--- config.mk ---
export PLATFORM = sky130hd
export DESIGN_NAME = sha256_message_hasher
export DESIGN_NICKNAME = d
export VERILOG_FILES = /design/src/design/smh_pkg.sv /design/src/design/smh_datapath.sv /design/src/design/smh_ctrl.sv /design/src/design/sha256_message_hasher.sv
export SDC_FILE = /design/constraint.sdc
export NUM_CORES = 2
export LEC_CHECK = 0
export ABC_AREA = 0
export BUFFER_PORTS_ARGS = -buffer_cell sky130_fd_sc_hd__buf_2
export CAP_MARGIN = 20
export CORE_ASPECT_RATIO = 0.9
export CORE_MARGIN = 8
export CORE_UTILIZATION = 45
export DETAILED_ROUTE_END_ITERATION = 16
export PLACE_DENSITY_LB_ADDON = 0.15
export RECOVER_POWER = 25
export SYNTH_ARGS = -nofsm -noshare
export SYNTH_HDL_FRONTEND = slang
export SYNTH_SLANG_ARGS = --single-unit
--- constraint.sdc ---
create_clock -name clk -period 34.1 [get_ports clk]
set_input_delay 6.82 -clock clk [delete_from_list [all_inputs] [get_ports clk]]
set_output_delay 6.82 -clock clk [all_outputs]
set_load 0.005 [all_outputs]
--- src/design/smh_pkg.sv ---
// ---------------------------------------------------------------------------
// smh_pkg
// Shared types, constants and round functions for the SHA-256 message hasher.
// ---------------------------------------------------------------------------
package smh_pkg;

  typedef enum logic [2:0] {
    ST_IDLE,
    ST_ROUND,
    ST_ADD,
    ST_PAD,
    ST_DONE
  } state_t;

  // source of the byte shifted into the block window
  typedef enum logic [1:0] {
    SRC_IN,
    SRC_PAD,
    SRC_ZERO,
    SRC_LEN
  } src_t;

  typedef struct packed {
    logic       shift;
    src_t       src;
    logic       len_inc;
    logic       load_vars;
    logic       round_en;
    logic [5:0] round_idx;
    logic       chain_add;
    logic       digest_load;
  } cmd_t;

  typedef struct packed {
    logic [5:0] fill;
    logic       out_busy;
  } status_t;

  localparam logic [7:0]   PAD_BYTE   = 8'h80;
  localparam logic [5:0]   LEN_POS    = 6'd56;
  localparam logic [5:0]   LAST_POS   = 6'd63;
  localparam logic [5:0]   LAST_ROUND = 6'd63;
  localparam logic [1:0]   LAST_WORD  = 2'd3;

  localparam logic [255:0] INIT_HASH = {
    32'h6a09e667, 32'hbb67ae85, 32'h3c6ef372, 32'ha54ff53a,
    32'h510e527f, 32'h9b05688c, 32'h1f83d9ab, 32'h5be0cd19
  };

  function automatic logic [31:0] rotr(input logic [31:0] x, input int unsigned n);
    rotr = (x >> n) | (x << (32 - n));
  endfunction

  function automatic logic [31:0] big_sigma0(input logic [31:0] x);
    big_sigma0 = rotr(x, 2) ^ rotr(x, 13) ^ rotr(x, 22);
  endfunction

  function automatic logic [31:0] big_sigma1(input logic [31:0] x);
    big_sigma1 = rotr(x, 6) ^ rotr(x, 11) ^ rotr(x, 25);
  endfunction

  function automatic logic [31:0] small_sigma0(input logic [31:0] x);
    small_sigma0 = rotr(x, 7) ^ rotr(x, 18) ^ (x >> 3);
  endfunction

  function automatic logic [31:0] small_sigma1(input logic [31:0] x);
    small_sigma1 = rotr(x, 17) ^ rotr(x, 19) ^ (x >> 10);
  endfunction

  function automatic logic [31:0] round_const(input logic [5:0] idx);
    logic [31:0] k;
    case (idx)
      6'd0:  k = 32'h428a2f98;  6'd1:  k = 32'h71374491;
      6'd2:  k = 32'hb5c0fbcf;  6'd3:  k = 32'he9b5dba5;
      6'd4:  k = 32'h3956c25b;  6'd5:  k = 32'h59f111f1;
      6'd6:  k = 32'h923f82a4;  6'd7:  k = 32'hab1c5ed5;
      6'd8:  k = 32'hd807aa98;  6'd9:  k = 32'h12835b01;
      6'd10: k = 32'h243185be;  6'd11: k = 32'h550c7dc3;
      6'd12: k = 32'h72be5d74;  6'd13: k = 32'h80deb1fe;
      6'd14: k = 32'h9bdc06a7;  6'd15: k = 32'hc19bf174;
      6'd16: k = 32'he49b69c1;  6'd17: k = 32'hefbe4786;
      6'd18: k = 32'h0fc19dc6;  6'd19: k = 32'h240ca1cc;
      6'd20: k = 32'h2de92c6f;  6'd21: k = 32'h4a7484aa;
      6'd22: k = 32'h5cb0a9dc;  6'd23: k = 32'h76f988da;
      6'd24: k = 32'h983e5152;  6'd25: k = 32'ha831c66d;
      6'd26: k = 32'hb00327c8;  6'd27: k = 32'hbf597fc7;
      6'd28: k = 32'hc6e00bf3;  6'd29: k = 32'hd5a79147;
      6'd30: k = 32'h06ca6351;  6'd31: k = 32'h14292967;
      6'd32: k = 32'h27b70a85;  6'd33: k = 32'h2e1b2138;
      6'd34: k = 32'h4d2c6dfc;  6'd35: k = 32'h53380d13;
      6'd36: k = 32'h650a7354;  6'd37: k = 32'h766a0abb;
      6'd38: k = 32'h81c2c92e;  6'd39: k = 32'h92722c85;
      6'd40: k = 32'ha2bfe8a1;  6'd41: k = 32'ha81a664b;
      6'd42: k = 32'hc24b8b70;  6'd43: k = 32'hc76c51a3;
      6'd44: k = 32'hd192e819;  6'd45: k = 32'hd6990624;
      6'd46: k = 32'hf40e3585;  6'd47: k = 32'h106aa070;
      6'd48: k = 32'h19a4c116;  6'd49: k = 32'h1e376c08;
      6'd50: k = 32'h2748774c;  6'd51: k = 32'h34b0bcb5;
      6'd52: k = 32'h391c0cb3;  6'd53: k = 32'h4ed8aa4a;
      6'd54: k = 32'h5b9cca4f;  6'd55: k = 32'h682e6ff3;
      6'd56: k = 32'h748f82ee;  6'd57: k = 32'h78a5636f;
      6'd58: k = 32'h84c87814;  6'd59: k = 32'h8cc70208;
      6'd60: k = 32'h90befffa;  6'd61: k = 32'ha4506ceb;
      6'd62: k = 32'hbef9a3f7;  6'd63: k = 32'hc67178f2;
      default: k = 32'h0;
    endcase
    round_const = k;
  endfunction

endpackage

--- src/design/smh_datapath.sv ---
// ---------------------------------------------------------------------------
// smh_datapath
// Block window, message schedule, round registers, chaining words, byte
// count and the digest output register.
// ---------------------------------------------------------------------------
module smh_datapath (
  input  logic             clk,
  input  logic             rst,
  input  smh_pkg::cmd_t    cmd,
  output smh_pkg::status_t status,
  input  logic [7:0]       data_byte,
  output logic             out_valid,
  input  logic             out_stall,
  output logic [63:0]      digest_word,
  output logic [1:0]       word_index,
  output logic             last_word
);

  // 64-byte window; oldest byte at the top. During rounds it rolls as the
  // schedule, word 0 holding W[i].
  logic [511:0]        win;
  logic [5:0]          fill;
  logic [60:0]         len;
  logic [0:7][31:0]    chain;
  logic [31:0]         va, vb, vc, vd, ve, vf, vg, vh;
  logic [255:0]        digest;
  logic [1:0]          idx;

  logic [7:0]          nb;
  logic [63:0]         len_bits;
  logic [31:0]         w0, w1, w9, w14, w_new;
  logic [31:0]         t1, t2;

  assign len_bits = {len, 3'b000};

  always_comb begin
    case (cmd.src)
      smh_pkg::SRC_IN:   nb = data_byte;
      smh_pkg::SRC_PAD:  nb = smh_pkg::PAD_BYTE;
      smh_pkg::SRC_LEN:  nb = 8'(len_bits >> (6'd56 - {fill[2:0], 3'b000}));
      default:           nb = 8'h00;
    endcase
  end

  assign w0    = win[511:480];
  assign w1    = win[479:448];
  assign w9    = win[223:192];
  assign w14   = win[63:32];
  assign w_new = smh_pkg::small_sigma1(w14) + w9 + smh_pkg::small_sigma0(w1) + w0;

  assign t1 = vh + smh_pkg::big_sigma1(ve) + ((ve & vf) ^ (~ve & vg))
            + smh_pkg::round_const(cmd.round_idx) + w0;
  assign t2 = smh_pkg::big_sigma0(va) + ((va & vb) ^ (va & vc) ^ (vb & vc));

  always_ff @(posedge clk) begin
    if (cmd.shift) begin
      win <= {win[503:0], nb};
    end else if (cmd.round_en) begin
      win <= {win[479:0], w_new};
    end
  end

  always_ff @(posedge clk) begin
    if (rst) begin
      fill <= '0;
      len  <= '0;
    end else begin
      if (cmd.shift) begin
        fill <= fill + 6'd1;
      end
      if (cmd.digest_load) begin
        len <= '0;
      end else if (cmd.len_inc) begin
        len <= len + 61'd1;
      end
    end
  end

  always_ff @(posedge clk) begin
    if (rst) begin
      chain <= smh_pkg::INIT_HASH;
    end else if (cmd.digest_load) begin
      chain <= smh_pkg::INIT_HASH;
    end else if (cmd.chain_add) begin
      chain[0] <= chain[0] + va;
      chain[1] <= chain[1] + vb;
      chain[2] <= chain[2] + vc;
      chain[3] <= chain[3] + vd;
      chain[4] <= chain[4] + ve;
      chain[5] <= chain[5] + vf;
      chain[6] <= chain[6] + vg;
      chain[7] <= chain[7] + vh;
    end
  end

  always_ff @(posedge clk) begin
    if (cmd.load_vars) begin
      {va, vb, vc, vd, ve, vf, vg, vh} <= chain;
    end else if (cmd.round_en) begin
      vh <= vg;
      vg <= vf;
      vf <= ve;
      ve <= vd + t1;
      vd <= vc;
      vc <= vb;
      vb <= va;
      va <= t1 + t2;
    end
  end

  // digest register lets the next message run while the words drain
  always_ff @(posedge clk) begin
    if (cmd.digest_load) begin
      digest <= chain;
    end
  end

  always_ff @(posedge clk) begin
    if (rst) begin
      out_valid <= 1'b0;
      idx       <= '0;
    end else if (cmd.digest_load) begin
      out_valid <= 1'b1;
      idx       <= '0;
    end else if (out_valid && !out_stall) begin
      idx <= idx + 2'd1;
      if (idx == smh_pkg::LAST_WORD) begin
        out_valid <= 1'b0;
      end
    end
  end

  assign digest_word = 64'(digest >> {~idx, 6'b000000});
  assign word_index  = idx;
  assign last_word   = (idx == smh_pkg::LAST_WORD);

  assign status.fill     = fill;
  assign status.out_busy = out_valid;

endmodule

--- src/design/smh_ctrl.sv ---
// ---------------------------------------------------------------------------
// smh_ctrl
// Sequencer: byte intake, padding, round count and digest hand-off.
// ---------------------------------------------------------------------------
module smh_ctrl (
  input  logic             clk,
  input  logic             rst,
  input  logic             in_valid,
  output logic             in_stall,
  input  logic             carries_byte,
  input  logic             last_byte,
  input  smh_pkg::status_t status,
  output smh_pkg::cmd_t    cmd
);

  smh_pkg::state_t state, state_next;
  logic [5:0]      rnd, rnd_next;
  logic            pend, pend_next;     // message closed, padding not yet done
  logic            pfirst, pfirst_next; // next pad byte is the 0x80 marker
  logic            ovf, ovf_next;       // length does not fit this block
  logic            fin, fin_next;       // block in flight carries the length

  logic            full;
  logic            in_len_field;
  logic            ovf_eff;

  assign full         = (status.fill == smh_pkg::LAST_POS);
  assign in_len_field = (status.fill >= smh_pkg::LEN_POS);
  assign ovf_eff      = ovf | (pfirst & in_len_field);

  always_ff @(posedge clk) begin
    if (rst) begin
      state  <= smh_pkg::ST_IDLE;
      rnd    <= '0;
      pend   <= 1'b0;
      pfirst <= 1'b0;
      ovf    <= 1'b0;
      fin    <= 1'b0;
    end else begin
      state  <= state_next;
      rnd    <= rnd_next;
      pend   <= pend_next;
      pfirst <= pfirst_next;
      ovf    <= ovf_next;
      fin    <= fin_next;
    end
  end

  always_comb begin
    state_next  = state;
    rnd_next    = rnd;
    pend_next   = pend;
    pfirst_next = pfirst;
    ovf_next    = ovf;
    fin_next    = fin;
    case (state)
      smh_pkg::ST_IDLE: begin
        if (in_valid) begin
          if (carries_byte && full) begin
            state_next  = smh_pkg::ST_ROUND;
            pend_next   = last_byte;
            pfirst_next = last_byte;
          end else if (last_byte) begin
            state_next  = smh_pkg::ST_PAD;
            pend_next   = 1'b1;
            pfirst_next = 1'b1;
          end
        end
      end
      smh_pkg::ST_ROUND: begin
        rnd_next = rnd + 6'd1;
        if (rnd == smh_pkg::LAST_ROUND) begin
          state_next = smh_pkg::ST_ADD;
        end
      end
      smh_pkg::ST_ADD: begin
        if (fin) begin
          state_next = smh_pkg::ST_DONE;
        end else if (pend) begin
          state_next = smh_pkg::ST_PAD;
        end else begin
          state_next = smh_pkg::ST_IDLE;
        end
      end
      smh_pkg::ST_PAD: begin
        pfirst_next = 1'b0;
        if (full) begin
          state_next = smh_pkg::ST_ROUND;
          fin_next   = ~ovf_eff;
          ovf_next   = 1'b0;
        end else begin
          ovf_next = ovf_eff;
        end
      end
      smh_pkg::ST_DONE: begin
        if (!status.out_busy) begin
          state_next = smh_pkg::ST_IDLE;
          pend_next  = 1'b0;
          fin_next   = 1'b0;
        end
      end
      default: begin
        state_next = smh_pkg::ST_IDLE;
      end
    endcase
  end

  always_comb begin
    cmd           = '0;
    cmd.src       = smh_pkg::SRC_IN;
    cmd.round_idx = rnd;
    in_stall      = (state != smh_pkg::ST_IDLE);
    case (state)
      smh_pkg::ST_IDLE: begin
        if (in_valid && carries_byte) begin
          cmd.shift     = 1'b1;
          cmd.len_inc   = 1'b1;
          cmd.load_vars = full;
        end
      end
      smh_pkg::ST_ROUND: begin
        cmd.round_en = 1'b1;
      end
      smh_pkg::ST_ADD: begin
        cmd.chain_add = 1'b1;
      end
      smh_pkg::ST_PAD: begin
        cmd.shift     = 1'b1;
        cmd.load_vars = full;
        if (pfirst) begin
          cmd.src = smh_pkg::SRC_PAD;
        end else if (in_len_field && !ovf) begin
          cmd.src = smh_pkg::SRC_LEN;
        end else begin
          cmd.src = smh_pkg::SRC_ZERO;
        end
      end
      smh_pkg::ST_DONE: begin
        cmd.digest_load = ~status.out_busy;
      end
      default: begin
        cmd = '0;
      end
    endcase
  end

endmodule

--- src/design/sha256_message_hasher.sv ---
// ---------------------------------------------------------------------------
// sha256_message_hasher
// Streaming SHA-256: one message byte per item in, four 64-bit digest words
// out per message, most significant word first.
// ---------------------------------------------------------------------------
//  channel | handshake           | payload
//  --------+---------------------+------------------------------------------
//  in      | in_valid / in_stall | data_byte, carries_byte, last_byte
//  out     | out_valid/out_stall | digest_word, word_index, last_word
//
//  A byte item is taken while the sequencer idles; the item completing a 64-byte
//  block adds the compression rounds and one chaining add.
//  A last item adds byte-serial padding to the block end (and an extra block
//  when the length spills into it), then the rounds for each padded block.
//  A done state loads the digest; input is held there until earlier words drain.
//  Synchronous reset loads the initial hash values and clears the byte count.
// ---------------------------------------------------------------------------
module sha256_message_hasher (
  input  logic        clk,
  input  logic        rst,
  input  logic        in_valid,
  output logic        in_stall,
  input  logic [7:0]  data_byte,
  input  logic        carries_byte,
  input  logic        last_byte,
  output logic        out_valid,
  input  logic        out_stall,
  output logic [63:0] digest_word,
  output logic [1:0]  word_index,
  output logic        last_word
);

  smh_pkg::cmd_t    cmd;
  smh_pkg::status_t status;

  smh_ctrl u_ctrl (
    .clk          (clk),
    .rst          (rst),
    .in_valid     (in_valid),
    .in_stall     (in_stall),
    .carries_byte (carries_byte),
    .last_byte    (last_byte),
    .status       (status),
    .cmd          (cmd)
  );

  smh_datapath u_datapath (
    .clk         (clk),
    .rst         (rst),
    .cmd         (cmd),
    .status      (status),
    .data_byte   (data_byte),
    .out_valid   (out_valid),
    .out_stall   (out_stall),
    .digest_word (digest_word),
    .word_index  (word_index),
    .last_word   (last_word)
  );

`ifndef NO_ASSERTIONS
  // a new digest never overwrites words still draining
  a_no_overwrite: assert property (@(posedge clk) disable iff (rst)
    cmd.digest_load |-> !out_valid)
    else $error("digest loaded while output busy");

  // compression only starts on the byte that fills the block
  a_full_block: assert property (@(posedge clk) disable iff (rst)
    cmd.load_vars |-> (cmd.shift && status.fill == smh_pkg::LAST_POS))
    else $error("compression started on a partial block");

  // words leave in order once taken
  a_word_order: assert property (@(posedge clk) disable iff (rst)
    (out_valid && !out_stall && !last_word) |=>
      (out_valid && word_index == $past(word_index) + 2'd1))
    else $error("digest word order broken");

  // no byte is taken while a block is being compressed
  a_no_intake: assert property (@(posedge clk) disable iff (rst)
    cmd.round_en |-> in_stall)
    else $error("input accepted during rounds");
`endif

endmodule

## Word-level counts from Yosys, hierarchy flattened

Memories as Yosys holds them, arrays and structs flattened.
Index checks and enable logic that the tools add are counted.

- Register bits after elaboration: 1363
- ROM bits: 2048
- Input bits: 14
- Output and inout bits: 69
- Memories: 1

- $add $sub $neg: 23
- Order comparisons: 1
- Equal/unequal tests: 14
- Shifts and indexed selects: 2
- Muxes and demuxes: 52
- Bitwise logic cells: 32
- Reduce and logical (&&, ||, !) cells: 23

Memories:

| memory | words | width | read ports | clocked after memory_dff | wr ports | RTL line | text |
|---|---|---|---|---|---|---|---|
| (no name shown) | 64 | 32 | 1 | 0 | 0 | smh_pkg.sv:72 | `case (idx)` |

Operators by type and width:

| operator | number |
|---|---|
| $mux 512 | 2 |
| $add 32x32->32 | 18 |
| $mux 32 | 16 |
| $xor 32x32->32 | 9 |
| $shr 256x8->64 | 1 |
| $and 32x32->32 | 5 |
| $shr 64x6->8 | 1 |
| $add 61x1->61 const B | 1 |
| $not 32->32 | 1 |
| $or 10x32->32 | 1 |
| $or 13x32->32 | 1 |
| $or 14x32->32 | 1 |
| $or 15x32->32 | 1 |
| $or 19x32->32 | 1 |
| $or 21x32->32 | 1 |
| $or 25x32->32 | 1 |
| $or 26x32->32 | 1 |
| $or 30x32->32 | 1 |
| $or 7x32->32 | 1 |
| $xor 32x22->32 | 1 |
| $xor 32x29->32 | 1 |
| $pmux 8 s3 | 1 |
| $mux 3 | 7 |
| $mux 1 | 15 |
| 33 further kinds | 58 |

## Logic depth before layout (Yosys ltp)

- Depth in word-level cells: 10
- Mapped depth: 45

## Cells and area by module

Synthesis repeated with hierarchy kept, for this count alone.

- Cells, all modules: 7232
- Area total of the unflattened synthesis: 81787.2 µm²

Modules (own cells, without submodules):

| module | instances | cells each | area each (µm²) | seq. area each (µm²) |
|---|---|---|---|---|
| smh_datapath | 1 | 7128 | 80957.6 | 37275.8 |
| smh_ctrl | 1 | 104 | 829.5 | 260.2 |

## Worst setup path after synthesis

Ideal clock, no wire load.

- Path type: reg-to-reg
- Start: register u_ctrl.state[0]
- End: register u_datapath.va[0], enable pin
- Setup time: 1.227 ns
- Data arrival time: 18.612 ns
- Data required time: 32.873 ns
- Path slack: 14.261 ns
- Cell stages (with the launch flop): 4
- Buffers on the path: 1
- Cell sequence: dfxtp_1 -> clkbuf_1 -> nand2b_1 -> o21ai_0

- Cells in the longest elaborated chain, start to end: 3

Ends and longest elaborated chain:

| element | RTL line | text |
|---|---|---|
| start, declared | smh_ctrl.sv:16 | `smh_pkg::state_t state, state_next;` |
| start signal, assigned | smh_ctrl.sv:33 | `state <= smh_pkg::ST_IDLE;` |
| start signal, assigned | smh_ctrl.sv:40 | `state <= state_next;` |
| $eq 3x2->1, or another cell as far along | smh_ctrl.sv:113 | `case (state)` |
| $pmux 1 s2 or $mux 1 (tied branches) | smh_ctrl.sv:113 |  |
| $reduce_bool 2->1 (no line) * | - |  |
| end signal, assigned | smh_datapath.sv:98 | `{va, vb, vc, vd, ve, vf, vg, vh} <= chain;` |
| end signal, assigned | smh_datapath.sv:107 | `va <= t1 + t2;` |
| end, declared | smh_datapath.sv:25 | `logic [31:0] va, vb, vc, vd, ve, vf, vg, vh;` |

Every way passes the cells marked *; elsewhere a longest branch is shown, timed or not.
A chain may end at the register's enable or synchronous reset.

## Worst setup path after layout

- Start: input port rst
- End: register u_datapath.chain[30] in the netlist's numbering

- Cells in the longest elaborated chain, start to end: 1

Ends and longest elaborated chain:

| element | RTL line | text |
|---|---|---|
| start, declared | sha256_message_hasher.sv:20 | `input logic rst,` |
| $reduce_or 2->1 (no line) | - |  |
| end signal, assigned | smh_datapath.sv:81 | `chain <= smh_pkg::INIT_HASH;` |
| end signal, assigned | smh_datapath.sv:83 | `chain <= smh_pkg::INIT_HASH;` |
| end, declared | smh_datapath.sv:24 | `logic [0:7][31:0] chain;` |

Every way passes these cells.

==> summary.md <==
| Metric | Value |
|---|---|
| Final setup violating endpoints | 0 |
| Ys Warns | 0 |
| Gp weighted congestion | 0.964 |
| Critical path cell sequence | buf_2 -> clkbuf_1 -> nor2_4 -> clkbuf_1 -> nand2_2 -> o31ai_1 -> a22oi_1 |
| Root Buffer | clkbuf_16 |
| Hold_buf cts | 0 |
| Final slew viol count | roughly 480 |
| Tcrit/Tclk final | 0.533 |
| First-pass GRT wire length | 400000 µm |
| CP most frequent cell | clkbuf_1 |
| Vias in the first global route | 59600 |
| CP Launch Type | primary input |
| Largest net degree at the start of global routing | ~210 |
| Final Skew | about 37 ps |
| Row cnt | 148 |
| Num CTS Buffers | between 150 and 200 |
| CORE AREA | 180000 µm² |
| Post-synth ARST share | 0 |
| RSZ-0062 raised after global routing | no |
| Hold_sp | u_datapath.chain[8] |
| Slowest cell on crit path | clkbuf_1 |
| Hold crit path type | register to register |
| FF+latch area | 37500 µm² |
| Max H-tree Level | 4 |
| Worst r2r src | u_ctrl.state[1] |
| WL final | roughly 270000 µm |
| Synthesized area | ~80000 µm² |
| Crit path max-delay family | buffers and inverters |
| Post-route antenna net violation count | 0 |
| Initial antenna violation count | 18 |
| Starting density of the core | 0.452 |
| Clock sinks | about 1400 |
| 1st-pass router iterations | 6 |
| FMAX | 0.0550 GHz |
| Distinct cell type count of the synthesized netlist | 94 |
| # nets final | ~9000 |
| Final instance area | a little under 90000 µm² |
| Clock transition at path regs | 60 ps |
| CP required | between 30000 and 40000 ps |
| Dpl cell area | about 84000 µm² |
| DP HPWL | 198000 µm |
| Setup Fix Bufs, Post-CTS | 0 |
| Max FO, Critical Path | 121 |
| Max_slew headroom | -5.18 |
| I/O pin count | 83 |
| Multi-input logic area | roughly 41000 µm² |
| Hold WS | 477 ps |
| GRT Resource Usage Total | 0.272 |
| WS Path Type | primary input to register |
| Number of synthesized flops with an enable pin | just over 1000 |
| Register area share after synthesis | 0.460 |
| Crit path capture type | register |
| Critical Path Start | rst |
| Setup tns final | 0 ps |
| Routed len/inst | 25.0 µm |
| Die ar. | 195000 µm² |
| Hold Vio Cnt, Final | 0 |
| Post-Syn Instances | 8560 |
| Mean Syn Cell Area | 9.52 µm² |
| Clock Latency Late Sink | between 800 and 900 ps |
| IO Port Bufs | 82 |
| Horiz. Die Dim | between 400 and 500 µm |
| Post-route minimum period | 18190 ps |
| Via/cell ratio | between 5 and 6 |
| Routed vias | approximately 64000 |
| Slowest stage delay, CP | between 6000 and 7000 ps |
| Synth Register Bits | 1363 |
| Most used DFF post-synth | edfxtp_1 |
| Buf/Inv on CP | 3 |
| Die Y | 420 µm |
| Actual slew at the worst max-slew pin | 9280 ps |
| CTS tree | built |
| Outcome | finished with violations |
| Grt ovf | 0 |
| Drt initial violations | 7468 |
| CP arrival | 18510 ps |
| Syn Nets | between 9000 and 10000 |
| Post-CTS Resized | 0 |
| CTS max path bufs | 3 |
| Share of layout cells above drive strength 1 | 0.0626 |
| Fillers | 16700 |
| Synth-to-layout area growth | 8.86% |
| Residual DRC | 0 |
| Max_cap viols | 8 |
| Failing checks | capacitance limit, slew limit |
cells in the final DEF (no fill, tap or decap), drive strengths merged, types with 44 or more instances in the layout:
cell and n:
nand2 2530, edfxtp 1024, a21oi 558, xnor2 424, ha 394, o21ai 370, nor2 361, dfxtp 339
inv 300, clkbuf 228, xor2 199, fa 195, buf 160, a21o 145, nand3 135, o211ai 110
mux4 79, nor3 73, nor2b 65, o21a 65, a211oi 64, nand2b 51, o21bai 47, clkinv 45
a31oi 44
through the flow:
stage	worst slack, ps	utilization	cells
global route	15780	0.492	10900
finish	15910	0.492	10900
CTS	22880	0.492	10900
global placement	22990	0.465	10600
floorplan	14260	-	8560
detailed placement	22930	0.465	10600
cell families (layout without fill, tap and decap cells):
| family | count (synthesis) | in the layout | synth area share |
|---|---|---|---|
| buf+inv | 783 | 744 | 0.0362 |
| simple gates | 3406 | 3406 | 0.171 |
| other cells | 0 | 6 | 0 |
| fa+ha+maj | 614 | 614 | 0.111 |
| compound gates | 1643 | 1643 | 0.126 |
| flops | 1363 | 1363 | 0.460 |
| xor+xnor | 623 | 623 | 0.0669 |
| mux | 128 | 128 | 0.0281 |
cell usage after synthesis, drive strengths merged, types with 11 or more instances:
| cell type | number | area (µm²) |
|---|---|---|
| a221oi | 15 | 131 |
| o22ai | 22 | 138 |
| nor3 | 73 | 393 |
| inv | 294 | 1100 |
| a22oi | 12 | 90.1 |
| o311ai | 17 | 149 |
| xor2 | 199 | 1740 |
| nor2b | 65 | 407 |
| edfxtp | 1024 | 30700 |
| a21oi | 558 | 2810 |
| nand2b | 51 | 319 |
| and2 | 16 | 100 |
| clkbuf | 458 | 1720 |
| ha | 394 | 4930 |
| nand3 | 135 | 681 |
| nand2 | 2530 | 9500 |
| mux4 | 79 | 1780 |
| a211o | 14 | 123 |
| a31oi | 44 | 275 |
| a2111oi | 12 | 143 |
| buf | 30 | 120 |
| a311oi | 12 | 105 |
| dfxtp | 339 | 6790 |
| o31ai | 27 | 208 |
| nor2 | 361 | 1360 |
| and3 | 35 | 224 |
| and4 | 14 | 123 |
| o221ai | 14 | 123 |
| o21ai | 370 | 1850 |
| a211oi | 64 | 480 |
| or2 | 20 | 128 |
| o21a | 65 | 488 |
| o21bai | 47 | 353 |
| mux2i | 31 | 310 |
| or3 | 40 | 255 |
| xnor2 | 424 | 3710 |
| nand4 | 30 | 188 |
| a21o | 145 | 1090 |
| o2111ai | 11 | 96.3 |
| mux2 | 18 | 203 |
| o211ai | 110 | 826 |
| fa | 195 | 3900 |
| maj3 | 25 | 250 |
state kept, by name, indices dropped and copies added, names as in the netlist, 3 cells and up:
name and flops:
u_datapath.win 512, u_datapath.chain 256, u_datapath.digest 256, u_datapath.len 61
u_datapath.va 32, u_datapath.vb 32, u_datapath.vc 32, u_datapath.vd 32
u_datapath.ve 32, u_datapath.vf 32, u_datapath.vg 32, u_datapath.vh 32
u_ctrl.rnd 6, u_datapath.fill 6, u_ctrl.state 3
final timing paths:
kind | slack [ps] | endpoint | cells after the start
worst max-delay path | 15910 | u_datapath.chain[30] | 7
worst min-delay path | 480 | u_datapath.digest[8] | 0
worst max register to register | 20320 | u_datapath.chain[30] | 7
worst min register to register | 480 | u_datapath.digest[8] | 0
routing by layer:
layer  GRT usage  part of all wire
met4      0.0845             0.035
met2       0.391              0.41
met5           0          0.000055
met1       0.407              0.45
met3      0.0625              0.10
area by class of cell:
type / count / area share
inverter: 295 / 0.0125
antenna: 6 / 0.000169
clock inverter: 61 / 0.00623
sequential: 1363 / 0.423
timing repair buffer: 167 / 0.0126
multi-input combinational: 6414 / 0.463
clock buffer: 221 / 0.0486
tap: 2400 / 0.0338
Power is left out: the tool's default activity adds up to more than one toggle a clock period on the data nets, which glitch-free logic cannot reach.
